===== src/hdl/plcr_pkg.sv =====
// Shared types, widths and codes of the piecewise-linear color ramp.
package plcr_pkg;

    localparam int TABLE_LENGTH = 256;
    localparam int MAX_POINTS   = 16;

    localparam int REQ_W = 2;
    localparam int POS_W = 9;
    localparam int CH_W  = 8;
    localparam int RGB_W = 3 * CH_W;
    localparam int IDX_W = 8;
    localparam int STA_W = 2;
    localparam int NUM_W = 2 * CH_W;
    localparam int DEN_W = POS_W;

    typedef enum logic [REQ_W-1:0] {
        REQ_LOAD_COLOR = 2'd0,
        REQ_LOAD_ALPHA = 2'd1,
        REQ_CLEAR      = 2'd2,
        REQ_LOOKUP     = 2'd3
    } plcr_req_t;

    typedef enum logic [STA_W-1:0] {
        ST_OK    = 2'd0,
        ST_FULL  = 2'd1,
        ST_DUP   = 2'd2,
        ST_EMPTY = 2'd3
    } plcr_status_t;

    typedef enum logic [1:0] {
        CH_RED   = 2'd0,
        CH_GREEN = 2'd1,
        CH_BLUE  = 2'd2,
        CH_ALPHA = 2'd3
    } plcr_chan_t;

    typedef enum logic [3:0] {
        S_IDLE,
        S_INS_SCAN,
        S_INS_CMP,
        S_INS_SHRD,
        S_INS_SHWR,
        S_LK_RD,
        S_LK_CMP,
        S_MUL,
        S_DIV_GO,
        S_DIV_WAIT,
        S_DONE
    } plcr_state_t;

    typedef struct packed {
        logic wr_en;
        logic cnt_inc;
        logic cnt_clr;
    } plcr_list_ctrl_t;

endpackage


===== src/hdl/plcr_req_if.sv =====
// Request channel: valid, ready and the request fields.
interface plcr_req_if;
    import plcr_pkg::*;

    logic             valid;
    logic             ready;
    logic [REQ_W-1:0] req_type;
    logic [POS_W-1:0] point_position;
    logic [CH_W-1:0]  red_in;
    logic [CH_W-1:0]  green_in;
    logic [CH_W-1:0]  blue_in;
    logic [CH_W-1:0]  alpha_in;
    logic [IDX_W-1:0] entry_index;

    modport source (
        output valid, req_type, point_position, red_in, green_in, blue_in, alpha_in,
               entry_index,
        input  ready
    );

    modport sink (
        input  valid, req_type, point_position, red_in, green_in, blue_in, alpha_in,
               entry_index,
        output ready
    );
endinterface


===== src/hdl/plcr_rsp_if.sv =====
// Result channel: valid, ready and the result fields.
interface plcr_rsp_if;
    import plcr_pkg::*;

    logic             valid;
    logic             ready;
    logic [STA_W-1:0] status;
    logic [CH_W-1:0]  red_out;
    logic [CH_W-1:0]  green_out;
    logic [CH_W-1:0]  blue_out;
    logic [CH_W-1:0]  alpha_out;

    modport source (
        output valid, status, red_out, green_out, blue_out, alpha_out,
        input  ready
    );

    modport sink (
        input  valid, status, red_out, green_out, blue_out, alpha_out,
        output ready
    );
endinterface


===== src/hdl/plcr_list.sv =====
// Control point list: position and value memory with a registered read port and a fill count.
module plcr_list #(
    parameter int DEPTH = plcr_pkg::MAX_POINTS,
    parameter int VAL_W = plcr_pkg::RGB_W
) (
    input  logic                           clk,
    input  logic                           rst_n,
    input  plcr_pkg::plcr_list_ctrl_t      ctrl,
    input  logic [$clog2(DEPTH)-1:0]       wr_addr,
    input  logic [plcr_pkg::POS_W-1:0]     wr_pos,
    input  logic [VAL_W-1:0]               wr_val,
    input  logic [$clog2(DEPTH)-1:0]       rd_addr,
    output logic [plcr_pkg::POS_W-1:0]     rd_pos,
    output logic [VAL_W-1:0]               rd_val,
    output logic [$clog2(DEPTH+1)-1:0]     count
);
    import plcr_pkg::*;

    localparam int CNT_W = $clog2(DEPTH + 1);

    logic [POS_W-1:0] pos_mem [DEPTH];
    logic [VAL_W-1:0] val_mem [DEPTH];
    logic [POS_W-1:0] rd_pos_reg;
    logic [VAL_W-1:0] rd_val_reg;
    logic [CNT_W-1:0] count_reg;
    logic [CNT_W-1:0] count_next;

    always_ff @(posedge clk)
    begin
        if (ctrl.wr_en)
        begin
            pos_mem[wr_addr] <= wr_pos;
            val_mem[wr_addr] <= wr_val;
        end
        rd_pos_reg <= pos_mem[rd_addr];
        rd_val_reg <= val_mem[rd_addr];
    end

    always_comb
    begin
        if (ctrl.cnt_clr)
            count_next = '0;
        else if (ctrl.cnt_inc)
            count_next = count_reg + CNT_W'(1);
        else
            count_next = count_reg;
    end

    always_ff @(posedge clk or negedge rst_n)
    begin
        if (!rst_n)
            count_reg <= '0;
        else
            count_reg <= count_next;
    end

    assign rd_pos = rd_pos_reg;
    assign rd_val = rd_val_reg;
    assign count  = count_reg;
endmodule


===== src/hdl/plcr_div.sv =====
// Restoring divider: one quotient bit per cycle.
module plcr_div (
    input  logic                       clk,
    input  logic                       rst_n,
    input  logic                       start,
    input  logic [plcr_pkg::NUM_W-1:0] num,
    input  logic [plcr_pkg::DEN_W-1:0] den,
    output logic                       done,
    output logic [plcr_pkg::NUM_W-1:0] quo
);
    import plcr_pkg::*;

    localparam int CNT_W = $clog2(NUM_W + 1);

    logic [DEN_W-1:0] rem_reg;
    logic [DEN_W-1:0] rem_next;
    logic [NUM_W-1:0] quo_reg;
    logic [NUM_W-1:0] quo_next;
    logic [CNT_W-1:0] cnt_reg;
    logic [CNT_W-1:0] cnt_next;
    logic             done_reg;
    logic             done_next;
    logic [DEN_W:0]   rem_sh;
    logic [DEN_W:0]   rem_sub;
    logic             fits;

    always_comb
    begin
        rem_sh    = {rem_reg, quo_reg[NUM_W-1]};
        rem_sub   = rem_sh - {1'b0, den};
        fits      = !rem_sub[DEN_W];
        rem_next  = rem_reg;
        quo_next  = quo_reg;
        cnt_next  = cnt_reg;
        done_next = 1'b0;
        if (start)
        begin
            rem_next = '0;
            quo_next = num;
            cnt_next = CNT_W'(NUM_W);
        end
        else if (cnt_reg != '0)
        begin
            rem_next  = fits ? rem_sub[DEN_W-1:0] : rem_sh[DEN_W-1:0];
            quo_next  = {quo_reg[NUM_W-2:0], fits};
            cnt_next  = cnt_reg - CNT_W'(1);
            done_next = (cnt_reg == CNT_W'(1));
        end
    end

    always_ff @(posedge clk)
    begin
        rem_reg <= rem_next;
        quo_reg <= quo_next;
    end

    always_ff @(posedge clk or negedge rst_n)
    begin
        if (!rst_n)
        begin
            cnt_reg  <= '0;
            done_reg <= 1'b0;
        end
        else
        begin
            cnt_reg  <= cnt_next;
            done_reg <= done_next;
        end
    end

    assign done = done_reg;
    assign quo  = quo_reg;
endmodule


===== src/hdl/piecewise_linear_color_ramp.sv =====
// Top level of the piecewise-linear color ramp: request sequencer, point lists and divider.
//
//   channel | modport | moves
//   --------+---------+----------------------------------------------
//   req     | sink    | load color, load alpha, clear or lookup request
//   rsp     | source  | status and interpolated RGBA, one per request
//
// One request at a time; req.ready is high only while the sequencer idles.
// Clear, full-list and empty-list requests go straight to the result. A load scans the stored
// points and moves the later ones up, each step waiting on the registered list memory read.
// A lookup scans the points in each list and, where the index falls between two points, runs
// the serial divider once for each channel of that list.
// Reset clears both fill counts; a result waits in its register while rsp stalls.
module piecewise_linear_color_ramp #(
    parameter int MAX_POINTS = plcr_pkg::MAX_POINTS
) (
    input  logic        clk,
    input  logic        rst_n,
    plcr_req_if.sink    req,
    plcr_rsp_if.source  rsp
);
    import plcr_pkg::*;

    localparam int PIDX_W = $clog2(MAX_POINTS);
    localparam int CNT_W  = $clog2(MAX_POINTS + 1);

    plcr_state_t      state_reg, state_next;
    logic [CNT_W-1:0] k_reg, k_next;
    logic [PIDX_W-1:0] j_reg, j_next;
    logic             sel_reg, sel_next;
    plcr_chan_t       ch_reg, ch_next;
    plcr_status_t     status_reg, status_next;

    logic [POS_W-1:0] pos_reg, pos_next;
    logic [RGB_W-1:0] rgb_reg, rgb_next;
    logic [CH_W-1:0]  alpha_reg, alpha_next;
    logic [IDX_W-1:0] x_reg, x_next;

    logic [POS_W-1:0] prev_pos_reg, prev_pos_next;
    logic [RGB_W-1:0] prev_val_reg, prev_val_next;
    logic [POS_W-1:0] seg_p0_reg, seg_p0_next;
    logic [POS_W-1:0] seg_p1_reg, seg_p1_next;
    logic [RGB_W-1:0] seg_v0_reg, seg_v0_next;
    logic [RGB_W-1:0] seg_v1_reg, seg_v1_next;
    logic [NUM_W-1:0] num_reg, num_next;
    logic [DEN_W-1:0] den_reg, den_next;
    logic             neg_reg, neg_next;

    logic [CH_W-1:0]  res_r_reg, res_r_next;
    logic [CH_W-1:0]  res_g_reg, res_g_next;
    logic [CH_W-1:0]  res_b_reg, res_b_next;
    logic [CH_W-1:0]  res_a_reg, res_a_next;

    logic             out_valid_reg, out_valid_next;
    logic [STA_W-1:0] out_status_reg, out_status_next;
    logic [CH_W-1:0]  out_r_reg, out_r_next;
    logic [CH_W-1:0]  out_g_reg, out_g_next;
    logic [CH_W-1:0]  out_b_reg, out_b_next;
    logic [CH_W-1:0]  out_a_reg, out_a_next;

    plcr_list_ctrl_t  c_ctrl, a_ctrl;
    logic [PIDX_W-1:0] rd_addr, wr_addr;
    logic [POS_W-1:0] wr_pos;
    logic [RGB_W-1:0] wr_val;
    logic [POS_W-1:0] c_rd_pos, a_rd_pos, rd_pos_sel;
    logic [RGB_W-1:0] c_rd_val, rd_val_sel;
    logic [CH_W-1:0]  a_rd_val;
    logic [CNT_W-1:0] c_count, a_count, cnt_sel;

    logic             div_start;
    logic             div_done;
    logic [NUM_W-1:0] div_quo;

    logic [POS_W-1:0] in_pos_sat;
    logic [CNT_W-1:0] in_cnt;
    logic             hold_en;
    logic [RGB_W-1:0] hold_val;
    logic [CH_W-1:0]  v0c, v1c, q8, ch_val, off, mag;
    logic [CH_W:0]    diff;

    plcr_list #(
        .DEPTH (MAX_POINTS),
        .VAL_W (RGB_W)
    ) u_color_list (
        .clk     (clk),
        .rst_n   (rst_n),
        .ctrl    (c_ctrl),
        .wr_addr (wr_addr),
        .wr_pos  (wr_pos),
        .wr_val  (wr_val),
        .rd_addr (rd_addr),
        .rd_pos  (c_rd_pos),
        .rd_val  (c_rd_val),
        .count   (c_count)
    );

    plcr_list #(
        .DEPTH (MAX_POINTS),
        .VAL_W (CH_W)
    ) u_alpha_list (
        .clk     (clk),
        .rst_n   (rst_n),
        .ctrl    (a_ctrl),
        .wr_addr (wr_addr),
        .wr_pos  (wr_pos),
        .wr_val  (wr_val[CH_W-1:0]),
        .rd_addr (rd_addr),
        .rd_pos  (a_rd_pos),
        .rd_val  (a_rd_val),
        .count   (a_count)
    );

    plcr_div u_div (
        .clk   (clk),
        .rst_n (rst_n),
        .start (div_start),
        .num   (num_reg),
        .den   (den_reg),
        .done  (div_done),
        .quo   (div_quo)
    );

    assign rd_pos_sel = sel_reg ? a_rd_pos : c_rd_pos;
    assign rd_val_sel = sel_reg ? {{(RGB_W-CH_W){1'b0}}, a_rd_val} : c_rd_val;
    assign cnt_sel    = sel_reg ? a_count : c_count;

    assign in_pos_sat = (req.point_position > POS_W'(TABLE_LENGTH)) ? POS_W'(TABLE_LENGTH)
                                                                     : req.point_position;
    assign in_cnt     = (plcr_req_t'(req.req_type) == REQ_LOAD_ALPHA) ? a_count : c_count;

    always_comb
    begin
        unique case (ch_reg)
            CH_RED:
            begin
                v0c = seg_v0_reg[3*CH_W-1:2*CH_W];
                v1c = seg_v1_reg[3*CH_W-1:2*CH_W];
            end
            CH_GREEN:
            begin
                v0c = seg_v0_reg[2*CH_W-1:CH_W];
                v1c = seg_v1_reg[2*CH_W-1:CH_W];
            end
            CH_BLUE, CH_ALPHA:
            begin
                v0c = seg_v0_reg[CH_W-1:0];
                v1c = seg_v1_reg[CH_W-1:0];
            end
            default:
            begin
                v0c = '0;
                v1c = '0;
            end
        endcase
        diff   = {1'b0, v1c} - {1'b0, v0c};
        mag    = diff[CH_W] ? CH_W'(-diff) : diff[CH_W-1:0];
        off    = x_reg - seg_p0_reg[CH_W-1:0];
        q8     = div_quo[CH_W-1:0];
        ch_val = neg_reg ? (v0c - q8) : (v0c + q8);
    end

    always_comb
    begin
        state_next      = state_reg;
        k_next          = k_reg;
        j_next          = j_reg;
        sel_next        = sel_reg;
        ch_next         = ch_reg;
        status_next     = status_reg;
        pos_next        = pos_reg;
        rgb_next        = rgb_reg;
        alpha_next      = alpha_reg;
        x_next          = x_reg;
        prev_pos_next   = prev_pos_reg;
        prev_val_next   = prev_val_reg;
        seg_p0_next     = seg_p0_reg;
        seg_p1_next     = seg_p1_reg;
        seg_v0_next     = seg_v0_reg;
        seg_v1_next     = seg_v1_reg;
        num_next        = num_reg;
        den_next        = den_reg;
        neg_next        = neg_reg;
        res_r_next      = res_r_reg;
        res_g_next      = res_g_reg;
        res_b_next      = res_b_reg;
        res_a_next      = res_a_reg;
        out_valid_next  = out_valid_reg && !rsp.ready;
        out_status_next = out_status_reg;
        out_r_next      = out_r_reg;
        out_g_next      = out_g_reg;
        out_b_next      = out_b_reg;
        out_a_next      = out_a_reg;
        c_ctrl          = '0;
        a_ctrl          = '0;
        rd_addr         = '0;
        wr_addr         = '0;
        wr_pos          = '0;
        wr_val          = '0;
        div_start       = 1'b0;
        hold_en         = 1'b0;
        hold_val        = '0;
        req.ready       = 1'b0;

        unique case (state_reg)
            S_IDLE:
            begin
                req.ready = 1'b1;
                if (req.valid)
                begin
                    pos_next    = in_pos_sat;
                    rgb_next    = {req.red_in, req.green_in, req.blue_in};
                    alpha_next  = req.alpha_in;
                    x_next      = req.entry_index;
                    k_next      = '0;
                    status_next = ST_OK;
                    res_r_next  = '0;
                    res_g_next  = '0;
                    res_b_next  = '0;
                    res_a_next  = '0;
                    unique case (plcr_req_t'(req.req_type))
                        REQ_LOAD_COLOR, REQ_LOAD_ALPHA:
                        begin
                            sel_next = (plcr_req_t'(req.req_type) == REQ_LOAD_ALPHA);
                            if (in_cnt >= CNT_W'(MAX_POINTS))
                            begin
                                status_next = ST_FULL;
                                state_next  = S_DONE;
                            end
                            else
                                state_next = S_INS_SCAN;
                        end
                        REQ_CLEAR:
                        begin
                            c_ctrl.cnt_clr = 1'b1;
                            a_ctrl.cnt_clr = 1'b1;
                            state_next     = S_DONE;
                        end
                        REQ_LOOKUP:
                        begin
                            sel_next = 1'b0;
                            if (c_count == '0 || a_count == '0)
                            begin
                                status_next = ST_EMPTY;
                                state_next  = S_DONE;
                            end
                            else
                                state_next = S_LK_RD;
                        end
                        default:
                            state_next = S_DONE;
                    endcase
                end
            end

            S_INS_SCAN:
            begin
                if (k_reg == cnt_sel)
                begin
                    j_next     = cnt_sel[PIDX_W-1:0];
                    state_next = S_INS_SHRD;
                end
                else
                begin
                    rd_addr    = k_reg[PIDX_W-1:0];
                    state_next = S_INS_CMP;
                end
            end

            S_INS_CMP:
            begin
                if (rd_pos_sel < pos_reg)
                begin
                    k_next     = k_reg + CNT_W'(1);
                    state_next = S_INS_SCAN;
                end
                else if (rd_pos_sel == pos_reg)
                begin
                    status_next = ST_DUP;
                    state_next  = S_DONE;
                end
                else
                begin
                    j_next     = cnt_sel[PIDX_W-1:0];
                    state_next = S_INS_SHRD;
                end
            end

            S_INS_SHRD:
            begin
                if (j_reg == k_reg[PIDX_W-1:0])
                begin
                    wr_addr = k_reg[PIDX_W-1:0];
                    wr_pos  = pos_reg;
                    wr_val  = sel_reg ? {{(RGB_W-CH_W){1'b0}}, alpha_reg} : rgb_reg;
                    if (sel_reg)
                    begin
                        a_ctrl.wr_en   = 1'b1;
                        a_ctrl.cnt_inc = 1'b1;
                    end
                    else
                    begin
                        c_ctrl.wr_en   = 1'b1;
                        c_ctrl.cnt_inc = 1'b1;
                    end
                    state_next = S_DONE;
                end
                else
                begin
                    rd_addr    = j_reg - PIDX_W'(1);
                    state_next = S_INS_SHWR;
                end
            end

            S_INS_SHWR:
            begin
                wr_addr = j_reg;
                wr_pos  = rd_pos_sel;
                wr_val  = rd_val_sel;
                if (sel_reg)
                    a_ctrl.wr_en = 1'b1;
                else
                    c_ctrl.wr_en = 1'b1;
                j_next     = j_reg - PIDX_W'(1);
                state_next = S_INS_SHRD;
            end

            S_LK_RD:
            begin
                if (k_reg == cnt_sel)
                begin
                    hold_en  = 1'b1;
                    hold_val = prev_val_reg;
                end
                else
                begin
                    rd_addr    = k_reg[PIDX_W-1:0];
                    state_next = S_LK_CMP;
                end
            end

            S_LK_CMP:
            begin
                if (rd_pos_sel >= {1'b0, x_reg})
                begin
                    if (k_reg == '0 || rd_pos_sel == {1'b0, x_reg})
                    begin
                        hold_en  = 1'b1;
                        hold_val = rd_val_sel;
                    end
                    else
                    begin
                        seg_p0_next = prev_pos_reg;
                        seg_v0_next = prev_val_reg;
                        seg_p1_next = rd_pos_sel;
                        seg_v1_next = rd_val_sel;
                        ch_next     = sel_reg ? CH_ALPHA : CH_RED;
                        state_next  = S_MUL;
                    end
                end
                else
                begin
                    prev_pos_next = rd_pos_sel;
                    prev_val_next = rd_val_sel;
                    k_next        = k_reg + CNT_W'(1);
                    state_next    = S_LK_RD;
                end
            end

            S_MUL:
            begin
                num_next   = {{CH_W{1'b0}}, mag} * {{CH_W{1'b0}}, off};
                den_next   = seg_p1_reg - seg_p0_reg;
                neg_next   = diff[CH_W];
                state_next = S_DIV_GO;
            end

            S_DIV_GO:
            begin
                div_start  = 1'b1;
                state_next = S_DIV_WAIT;
            end

            S_DIV_WAIT:
            begin
                if (div_done)
                begin
                    unique case (ch_reg)
                        CH_RED:
                        begin
                            res_r_next = ch_val;
                            ch_next    = CH_GREEN;
                            state_next = S_MUL;
                        end
                        CH_GREEN:
                        begin
                            res_g_next = ch_val;
                            ch_next    = CH_BLUE;
                            state_next = S_MUL;
                        end
                        CH_BLUE:
                        begin
                            res_b_next = ch_val;
                            sel_next   = 1'b1;
                            k_next     = '0;
                            state_next = S_LK_RD;
                        end
                        CH_ALPHA:
                        begin
                            res_a_next = ch_val;
                            state_next = S_DONE;
                        end
                        default:
                            state_next = S_DONE;
                    endcase
                end
            end

            S_DONE:
            begin
                if (!out_valid_next)
                begin
                    out_valid_next  = 1'b1;
                    out_status_next = status_reg;
                    out_r_next      = res_r_reg;
                    out_g_next      = res_g_reg;
                    out_b_next      = res_b_reg;
                    out_a_next      = res_a_reg;
                    state_next      = S_IDLE;
                end
            end

            default:
                state_next = S_IDLE;
        endcase

        if (hold_en)
        begin
            if (!sel_reg)
            begin
                res_r_next = hold_val[3*CH_W-1:2*CH_W];
                res_g_next = hold_val[2*CH_W-1:CH_W];
                res_b_next = hold_val[CH_W-1:0];
                sel_next   = 1'b1;
                k_next     = '0;
                state_next = S_LK_RD;
            end
            else
            begin
                res_a_next = hold_val[CH_W-1:0];
                state_next = S_DONE;
            end
        end
    end

    always_ff @(posedge clk or negedge rst_n)
    begin
        if (!rst_n)
        begin
            state_reg     <= S_IDLE;
            out_valid_reg <= 1'b0;
        end
        else
        begin
            state_reg     <= state_next;
            out_valid_reg <= out_valid_next;
        end
    end

    always_ff @(posedge clk)
    begin
        k_reg          <= k_next;
        j_reg          <= j_next;
        sel_reg        <= sel_next;
        ch_reg         <= ch_next;
        status_reg     <= status_next;
        pos_reg        <= pos_next;
        rgb_reg        <= rgb_next;
        alpha_reg      <= alpha_next;
        x_reg          <= x_next;
        prev_pos_reg   <= prev_pos_next;
        prev_val_reg   <= prev_val_next;
        seg_p0_reg     <= seg_p0_next;
        seg_p1_reg     <= seg_p1_next;
        seg_v0_reg     <= seg_v0_next;
        seg_v1_reg     <= seg_v1_next;
        num_reg        <= num_next;
        den_reg        <= den_next;
        neg_reg        <= neg_next;
        res_r_reg      <= res_r_next;
        res_g_reg      <= res_g_next;
        res_b_reg      <= res_b_next;
        res_a_reg      <= res_a_next;
        out_status_reg <= out_status_next;
        out_r_reg      <= out_r_next;
        out_g_reg      <= out_g_next;
        out_b_reg      <= out_b_next;
        out_a_reg      <= out_a_next;
    end

    assign rsp.valid     = out_valid_reg;
    assign rsp.status    = out_status_reg;
    assign rsp.red_out   = out_r_reg;
    assign rsp.green_out = out_g_reg;
    assign rsp.blue_out  = out_b_reg;
    assign rsp.alpha_out = out_a_reg;
endmodule


===== src/flat_wrapper.sv =====
// flat-port wrapper written by rule: the top's interface ports become plain ports
module piecewise_linear_color_ramp_flat import plcr_pkg::*;
#(
    parameter int MAX_POINTS = plcr_pkg::MAX_POINTS
)
  (clk, rst_n, req_valid, req_req_type, req_point_position, req_red_in, req_green_in, req_blue_in, req_alpha_in, req_entry_index, req_ready, rsp_valid, rsp_status, rsp_red_out, rsp_green_out, rsp_blue_out, rsp_alpha_out, rsp_ready);
  plcr_req_if req_i ();
  plcr_rsp_if rsp_i ();
  input  logic clk;
  input  logic rst_n;
  input wire logic [$bits(req_i.valid)-1:0] req_valid;
  input wire logic [$bits(req_i.req_type)-1:0] req_req_type;
  input wire logic [$bits(req_i.point_position)-1:0] req_point_position;
  input wire logic [$bits(req_i.red_in)-1:0] req_red_in;
  input wire logic [$bits(req_i.green_in)-1:0] req_green_in;
  input wire logic [$bits(req_i.blue_in)-1:0] req_blue_in;
  input wire logic [$bits(req_i.alpha_in)-1:0] req_alpha_in;
  input wire logic [$bits(req_i.entry_index)-1:0] req_entry_index;
  output wire logic [$bits(req_i.ready)-1:0] req_ready;
  output wire logic [$bits(rsp_i.valid)-1:0] rsp_valid;
  output wire logic [$bits(rsp_i.status)-1:0] rsp_status;
  output wire logic [$bits(rsp_i.red_out)-1:0] rsp_red_out;
  output wire logic [$bits(rsp_i.green_out)-1:0] rsp_green_out;
  output wire logic [$bits(rsp_i.blue_out)-1:0] rsp_blue_out;
  output wire logic [$bits(rsp_i.alpha_out)-1:0] rsp_alpha_out;
  input wire logic [$bits(rsp_i.ready)-1:0] rsp_ready;
  assign req_i.valid = req_valid;
  assign req_i.req_type = req_req_type;
  assign req_i.point_position = req_point_position;
  assign req_i.red_in = req_red_in;
  assign req_i.green_in = req_green_in;
  assign req_i.blue_in = req_blue_in;
  assign req_i.alpha_in = req_alpha_in;
  assign req_i.entry_index = req_entry_index;
  assign req_ready = req_i.ready;
  assign rsp_valid = rsp_i.valid;
  assign rsp_status = rsp_i.status;
  assign rsp_red_out = rsp_i.red_out;
  assign rsp_green_out = rsp_i.green_out;
  assign rsp_blue_out = rsp_i.blue_out;
  assign rsp_alpha_out = rsp_i.alpha_out;
  assign rsp_i.ready = rsp_ready;
  piecewise_linear_color_ramp #(.MAX_POINTS(MAX_POINTS)) u_core (.clk(clk), .rst_n(rst_n), .req(req_i), .rsp(rsp_i));
endmodule

===== config.mk =====
export PLATFORM = sky130hd
export DESIGN_NAME = piecewise_linear_color_ramp_flat
export DESIGN_NICKNAME = d
export VERILOG_FILES = /design/src/hdl/plcr_pkg.sv /design/src/hdl/plcr_req_if.sv /design/src/hdl/plcr_rsp_if.sv /design/src/hdl/plcr_list.sv /design/src/hdl/plcr_div.sv /design/src/hdl/piecewise_linear_color_ramp.sv /design/src/flat_wrapper.sv
export SDC_FILE = /design/constraint.sdc
export NUM_CORES = 2
export LEC_CHECK = 0
export ABC_CLOCK_PERIOD_IN_PS = 15400
export BUFFER_PORTS_ARGS = -buffer_cell sky130_fd_sc_hd__buf_2
export CORE_ASPECT_RATIO = 1.4
export CORE_UTILIZATION = 47
export CTS_CLUSTER_DIAMETER = 120
export DETAILED_ROUTE_END_ITERATION = 8
export GPL_ROUTABILITY_DRIVEN = 0
export PLACE_DENSITY_LB_ADDON = 0.15
export RECOVER_POWER = 50
export SLEW_MARGIN = 10
export SYNTH_ARGS = -nofsm -noshare
export SYNTH_HDL_FRONTEND = slang
export SYNTH_SLANG_ARGS = --single-unit
export TNS_END_PERCENT = 30

===== constraint.sdc =====
create_clock -name clk -period 15.4 [get_ports clk]
set_clock_uncertainty 0.1 [all_clocks]
set_input_delay 3.08 -clock clk [delete_from_list [all_inputs] [get_ports clk]]
set_output_delay 3.08 -clock clk [all_outputs]
set_load 0.1 [all_outputs]

==> impl.org <==
** Clock tree
- Post-CTS setup buffers :: 0
- Buffers inserted to repair hold after CTS numbered 0.
- The root buffer cell chosen for the clock tree is sky130_fd_sc_hd__clkbuf_16.
- The later pin in the worst-skew pair is clocked with a latency of 0.74 ns.
- TritonCTS built the clock tree.
- CTS built an H-tree with a depth of 3.
- Number of clock sinks seen by CTS :: 1,150
- Post-CTS clock slew at the launch and capture registers of the worst setup and hold paths :: 0.06 ns
- Cells resized by post-CTS repair :: 0
- The clock passes through at most 3 buffers.
- Clock buffer count from CTS :: 110

** Timing
- Final worst path period need :: 8.86 ns
- Fmax :: 0.113 GHz
- Slew @ Worst Pin :: 3.34 ns
- Dividing the final minimum period by the clock period gives 0.576.
- Setup repair after global routing left no endpoint under its margin.
- Count of endpoints failing hold in the final timing report :: 0
- Setup total negative slack on the finished layout was measured at 0 ns.
- Pins Over Slew Limit :: 332
- Setup violations remaining at the end of the flow were counted as 0.
- The tightest hold path in the finished design has a slack of 0.313 ns.
- Worst slew slack as a fraction of its limit :: -1.25

** Pwr
- Ratio of total power to cell area :: 175 nW/um2
- Internal power :: 0.00650 W
- Clk network pwr share :: 0.276
- Share of power burned in combinational logic :: 0.309
- Across the VDD grid, the largest voltage drop is 0.000156 V.
- Summed over all nets, the switching power comes to 0.00323 W.
- Reg power frac :: 0.415
- Leakage dissipation :: 20.0 nW
- Of the total power, the share spent switching nets is 0.332.

** Finish
- The library cell used most frequently in the layout, excluding fill and tap cells, is sky130_fd_sc_hd__edfxtp_1.
- Of the cells placed in the final design, the portion with a size suffix greater than 1 is 0.128.
- Diodes inserted :: 0
- Regs by FF count :: u_core.u_color_list.val_mem (384), u_core.u_alpha_list.pos_mem (144), u_core.u_color_list.pos_mem (144)
- Synthesis-to-layout area growth :: 10.9%
- The register with the most flip-flops in the layout has 384 of them.
- The library cells used most frequently in the layout, excluding fill and tap cells, are sky130_fd_sc_hd__edfxtp_1 (1,032), sky130_fd_sc_hd__nand2_1 (409), sky130_fd_sc_hd__and2_1 (144).
- Biggest register :: u_core.u_color_list.val_mem
- Net count, final :: 3,870

** Logic synthesis
- Count of flip-flops with a built-in enable after synthesis :: 1,032
- Area of the mapped netlist :: 50,000 um2
- Flip-flop cell with the highest count after synthesis :: sky130_fd_sc_hd__edfxtp_1
- Fraction of registers with async set or reset after synthesis :: 0.0183
- In this run the mean area of a mapped cell was 13.9 um2.
- Synth warn :: 0
- Net count of the mapped netlist :: 3,788
- Number of different library cells in the post-synthesis netlist :: 90
- After synthesis the netlist holds a flip-flop and latch count of 1,150.
- Part of the Yosys area used for sequential elements :: 0.669
- Number of instances in the synthesized netlist :: 3,595

** Floorplanning
- Total die area :: 108,000 um2
- After floorplanning, the core was divided into 141 placement rows.
- In this run the horizontal extent of the chip is 278 um.
- The die is 388 um tall.
- The floorplan step defined a core boundary enclosing 105,000 um2.
- Number of top-level design ports :: 91
- The initial utilization of the core area, before any placement, comes to 0.474.

** Routing
- In the final routed layout, each cell accounts on average for 24.4 um.
- Final routed wirelength across all metal layers :: 125 mm
- Using the TritonRoute via totals, the vias-per-cell ratio works out to 5.74.
- Once detail routing completed, the nets flagged for antenna violations numbered 0.
- Summed over all nets, wire length on met3 after detailed routing comes to 5.37 mm.
- In the detailed route, the total length drawn on met2 is 64.6 mm.
- After the first detailed-routing iteration, the DRC count stood at 2,249.
- Top routing layer in use :: met4
- In the final routing, the length of wire on met1 measures 51.6 mm.
- DRC viols :: 0
- The first detailed-routing pass ran for 7 iterations.
- Number of vias in the routed layout :: 29,500

** Min path
- Critical hold path startpoint :: u_core.prev_pos_reg[1]$_DFFE_PP_
- The path class of the tightest hold or removal check is register to register.

** Global route
- After global routing the overflow that remains totals 0.
- Global-route wire length before repair :: 186 mm
- All-layer global routing usage :: 0.231
- The number of global-route vias before repair is 28,900.
- Largest net degree at the start of global routing :: 192
- The number of antenna violations at the first check in global routing is 0.

** Critical path
- Critical path fanouts, max :: 20
- STA puts the critical path data required time at 15.76 ns.
- Worst flop-to-flop path startpoint :: u_core.ch_reg[0]$_DFFE_PP_
- Worst setup path start :: u_core.ch_reg[0]$_DFFE_PP_
- Setup Crit Path Kind :: register to register
- Data arrival time of the worst path :: 9.22 ns
- Crit end category :: register
- Worst Setup Start Kind :: register

** Outcome
- Violations in the final reports :: capacitance limit, slew limit
- The flow ran to the end, but the final reports show violations.

** Place
- In this run the tool buffered the top-level ports with 90 buffer cells.
- The wire-length estimate of the detail-placed layout is 73.1 mm.

** Flow run
- Max_cap viols :: 11
## logic make-up after synthesis
group	synth area share
DFF	0.669
and+or+nand+nor	0.0934
AOI/OAI and AO/OA	0.104
buffers and inverters	0.0301
muxes	0.0480
adders and majority gates	0.0408
xor gates and xnor gates	0.0144
## synth_stat cells, types with 56 or more instances
cell | instances | area (um2)
sky130_fd_sc_hd__and3_1 | 62 | 388
sky130_fd_sc_hd__inv_1 | 132 | 495
sky130_fd_sc_hd__nor2b_1 | 56 | 350
sky130_fd_sc_hd__edfxtp_1 | 1032 | 31000
sky130_fd_sc_hd__a211oi_1 | 120 | 901
sky130_fd_sc_hd__mux2_2 | 81 | 912
sky130_fd_sc_hd__clkbuf_1 | 102 | 383
sky130_fd_sc_hd__and2_1 | 144 | 901
sky130_fd_sc_hd__dfxtp_1 | 97 | 1940
sky130_fd_sc_hd__ha_1 | 99 | 1240
sky130_fd_sc_hd__nor2_1 | 164 | 616
sky130_fd_sc_hd__buf_2 | 58 | 290
sky130_fd_sc_hd__mux2i_1 | 142 | 1420
sky130_fd_sc_hd__a21oi_1 | 62 | 310
sky130_fd_sc_hd__o21ai_0 | 85 | 425
sky130_fd_sc_hd__a31oi_1 | 114 | 713
sky130_fd_sc_hd__nand2_1 | 411 | 1540
## area by class of cell
class	count	area, um2
well taps	1358	1700
inverters	133	500
flip-flops and latches	1150	33500
fillers	8776	50000
clock inverters	50	531
repair buffers	167	996
clock buffers	160	3070
multi-input cells	2115	15200
## per-layer routing
metal / global-route usage / vias to the layer above
met2: 0.407 / 731
met3: 0.0264 / 185
met4: 0.0859 / 0
met5: 0 / -
li1: - / 13700
met1: 0.293 / 14900
## worst max-delay path, cell delays in order, from the launching register on
cell and delay, ns:
sky130_fd_sc_hd__edfxtp_1 0.64, sky130_fd_sc_hd__clkbuf_1 0.92, sky130_fd_sc_hd__mux2i_1 0.17, sky130_fd_sc_hd__o21ai_0 0.32, sky130_fd_sc_hd__ha_1 0.33, sky130_fd_sc_hd__inv_1 0.10
sky130_fd_sc_hd__ha_1 0.20, sky130_fd_sc_hd__a211oi_1 0.64, sky130_fd_sc_hd__xnor2_1 0.29, sky130_fd_sc_hd__nand4_1 0.17, sky130_fd_sc_hd__a211oi_1 0.39, sky130_fd_sc_hd__nor2_1 0.14
sky130_fd_sc_hd__xnor2_1 0.34, sky130_fd_sc_hd__nand2_1 0.13, sky130_fd_sc_hd__fa_1 0.53, sky130_fd_sc_hd__fa_1 0.56, sky130_fd_sc_hd__fa_1 0.43, sky130_fd_sc_hd__fa_1 0.49
sky130_fd_sc_hd__inv_1 0.04, sky130_fd_sc_hd__ha_1 0.29, sky130_fd_sc_hd__a21boi_0 0.15, sky130_fd_sc_hd__o21ai_0 0.26, sky130_fd_sc_hd__a21boi_0 0.17, sky130_fd_sc_hd__o21ai_0 0.20
sky130_fd_sc_hd__a21oi_1 0.12, sky130_fd_sc_hd__o41ai_1 0.32, sky130_fd_sc_hd__xnor2_1 0.10
## final timing paths
| check | end | slack, ns | cells after the start |
|---|---|---|---|
| setup / recovery | u_core.num_reg[15]$_DFFE_PP_ | 6.54 | 26 |
| hold / removal | u_core.seg_p0_reg[1]$_DFFE_PP_ | 0.31 | 0 |
| setup reg to reg | u_core.num_reg[15]$_DFFE_PP_ | 6.54 | 26 |
| hold reg to reg | u_core.seg_p0_reg[1]$_DFFE_PP_ | 0.31 | 0 |
| max in group asynchronous | u_core.u_color_list.count[4]$_DFFE_PN0P_ | 11.82 | 1 |
| min in group asynchronous | u_core.state_reg[1]$_DFFE_PN0P_ | 2.57 | 1 |
## power groups by stage
stage	Sequential [W]	Clock [W]	Combinational [W]
floorplan	0.00404	0	0.00224
detailed placement	0.00409	0	0.00303
finish	0.00403	0.00269	0.00301
CTS	0.00403	0.00274	0.00305
global route	0.00405	0.00285	0.00335
global placement	0.00409	0	0.00299
## stage by stage
stage | instance area (um2) | total power [W] | instances | utilization | worst slack (ns)
finish | 55500 | 0.00973 | 5133 | 0.526 | 6.54
global route | 55500 | 0.0103 | 5133 | 0.526 | 5.94
CTS | 55700 | 0.00982 | 5133 | 0.528 | 7.19
detailed placement | 52100 | 0.00712 | 4923 | 0.494 | 7.24
global placement | 52100 | 0.00709 | 4923 | 0.494 | 7.42
floorplan | 50000 | 0.00628 | 3595 | - | 7.94
(Power assumes the default switching activity.)
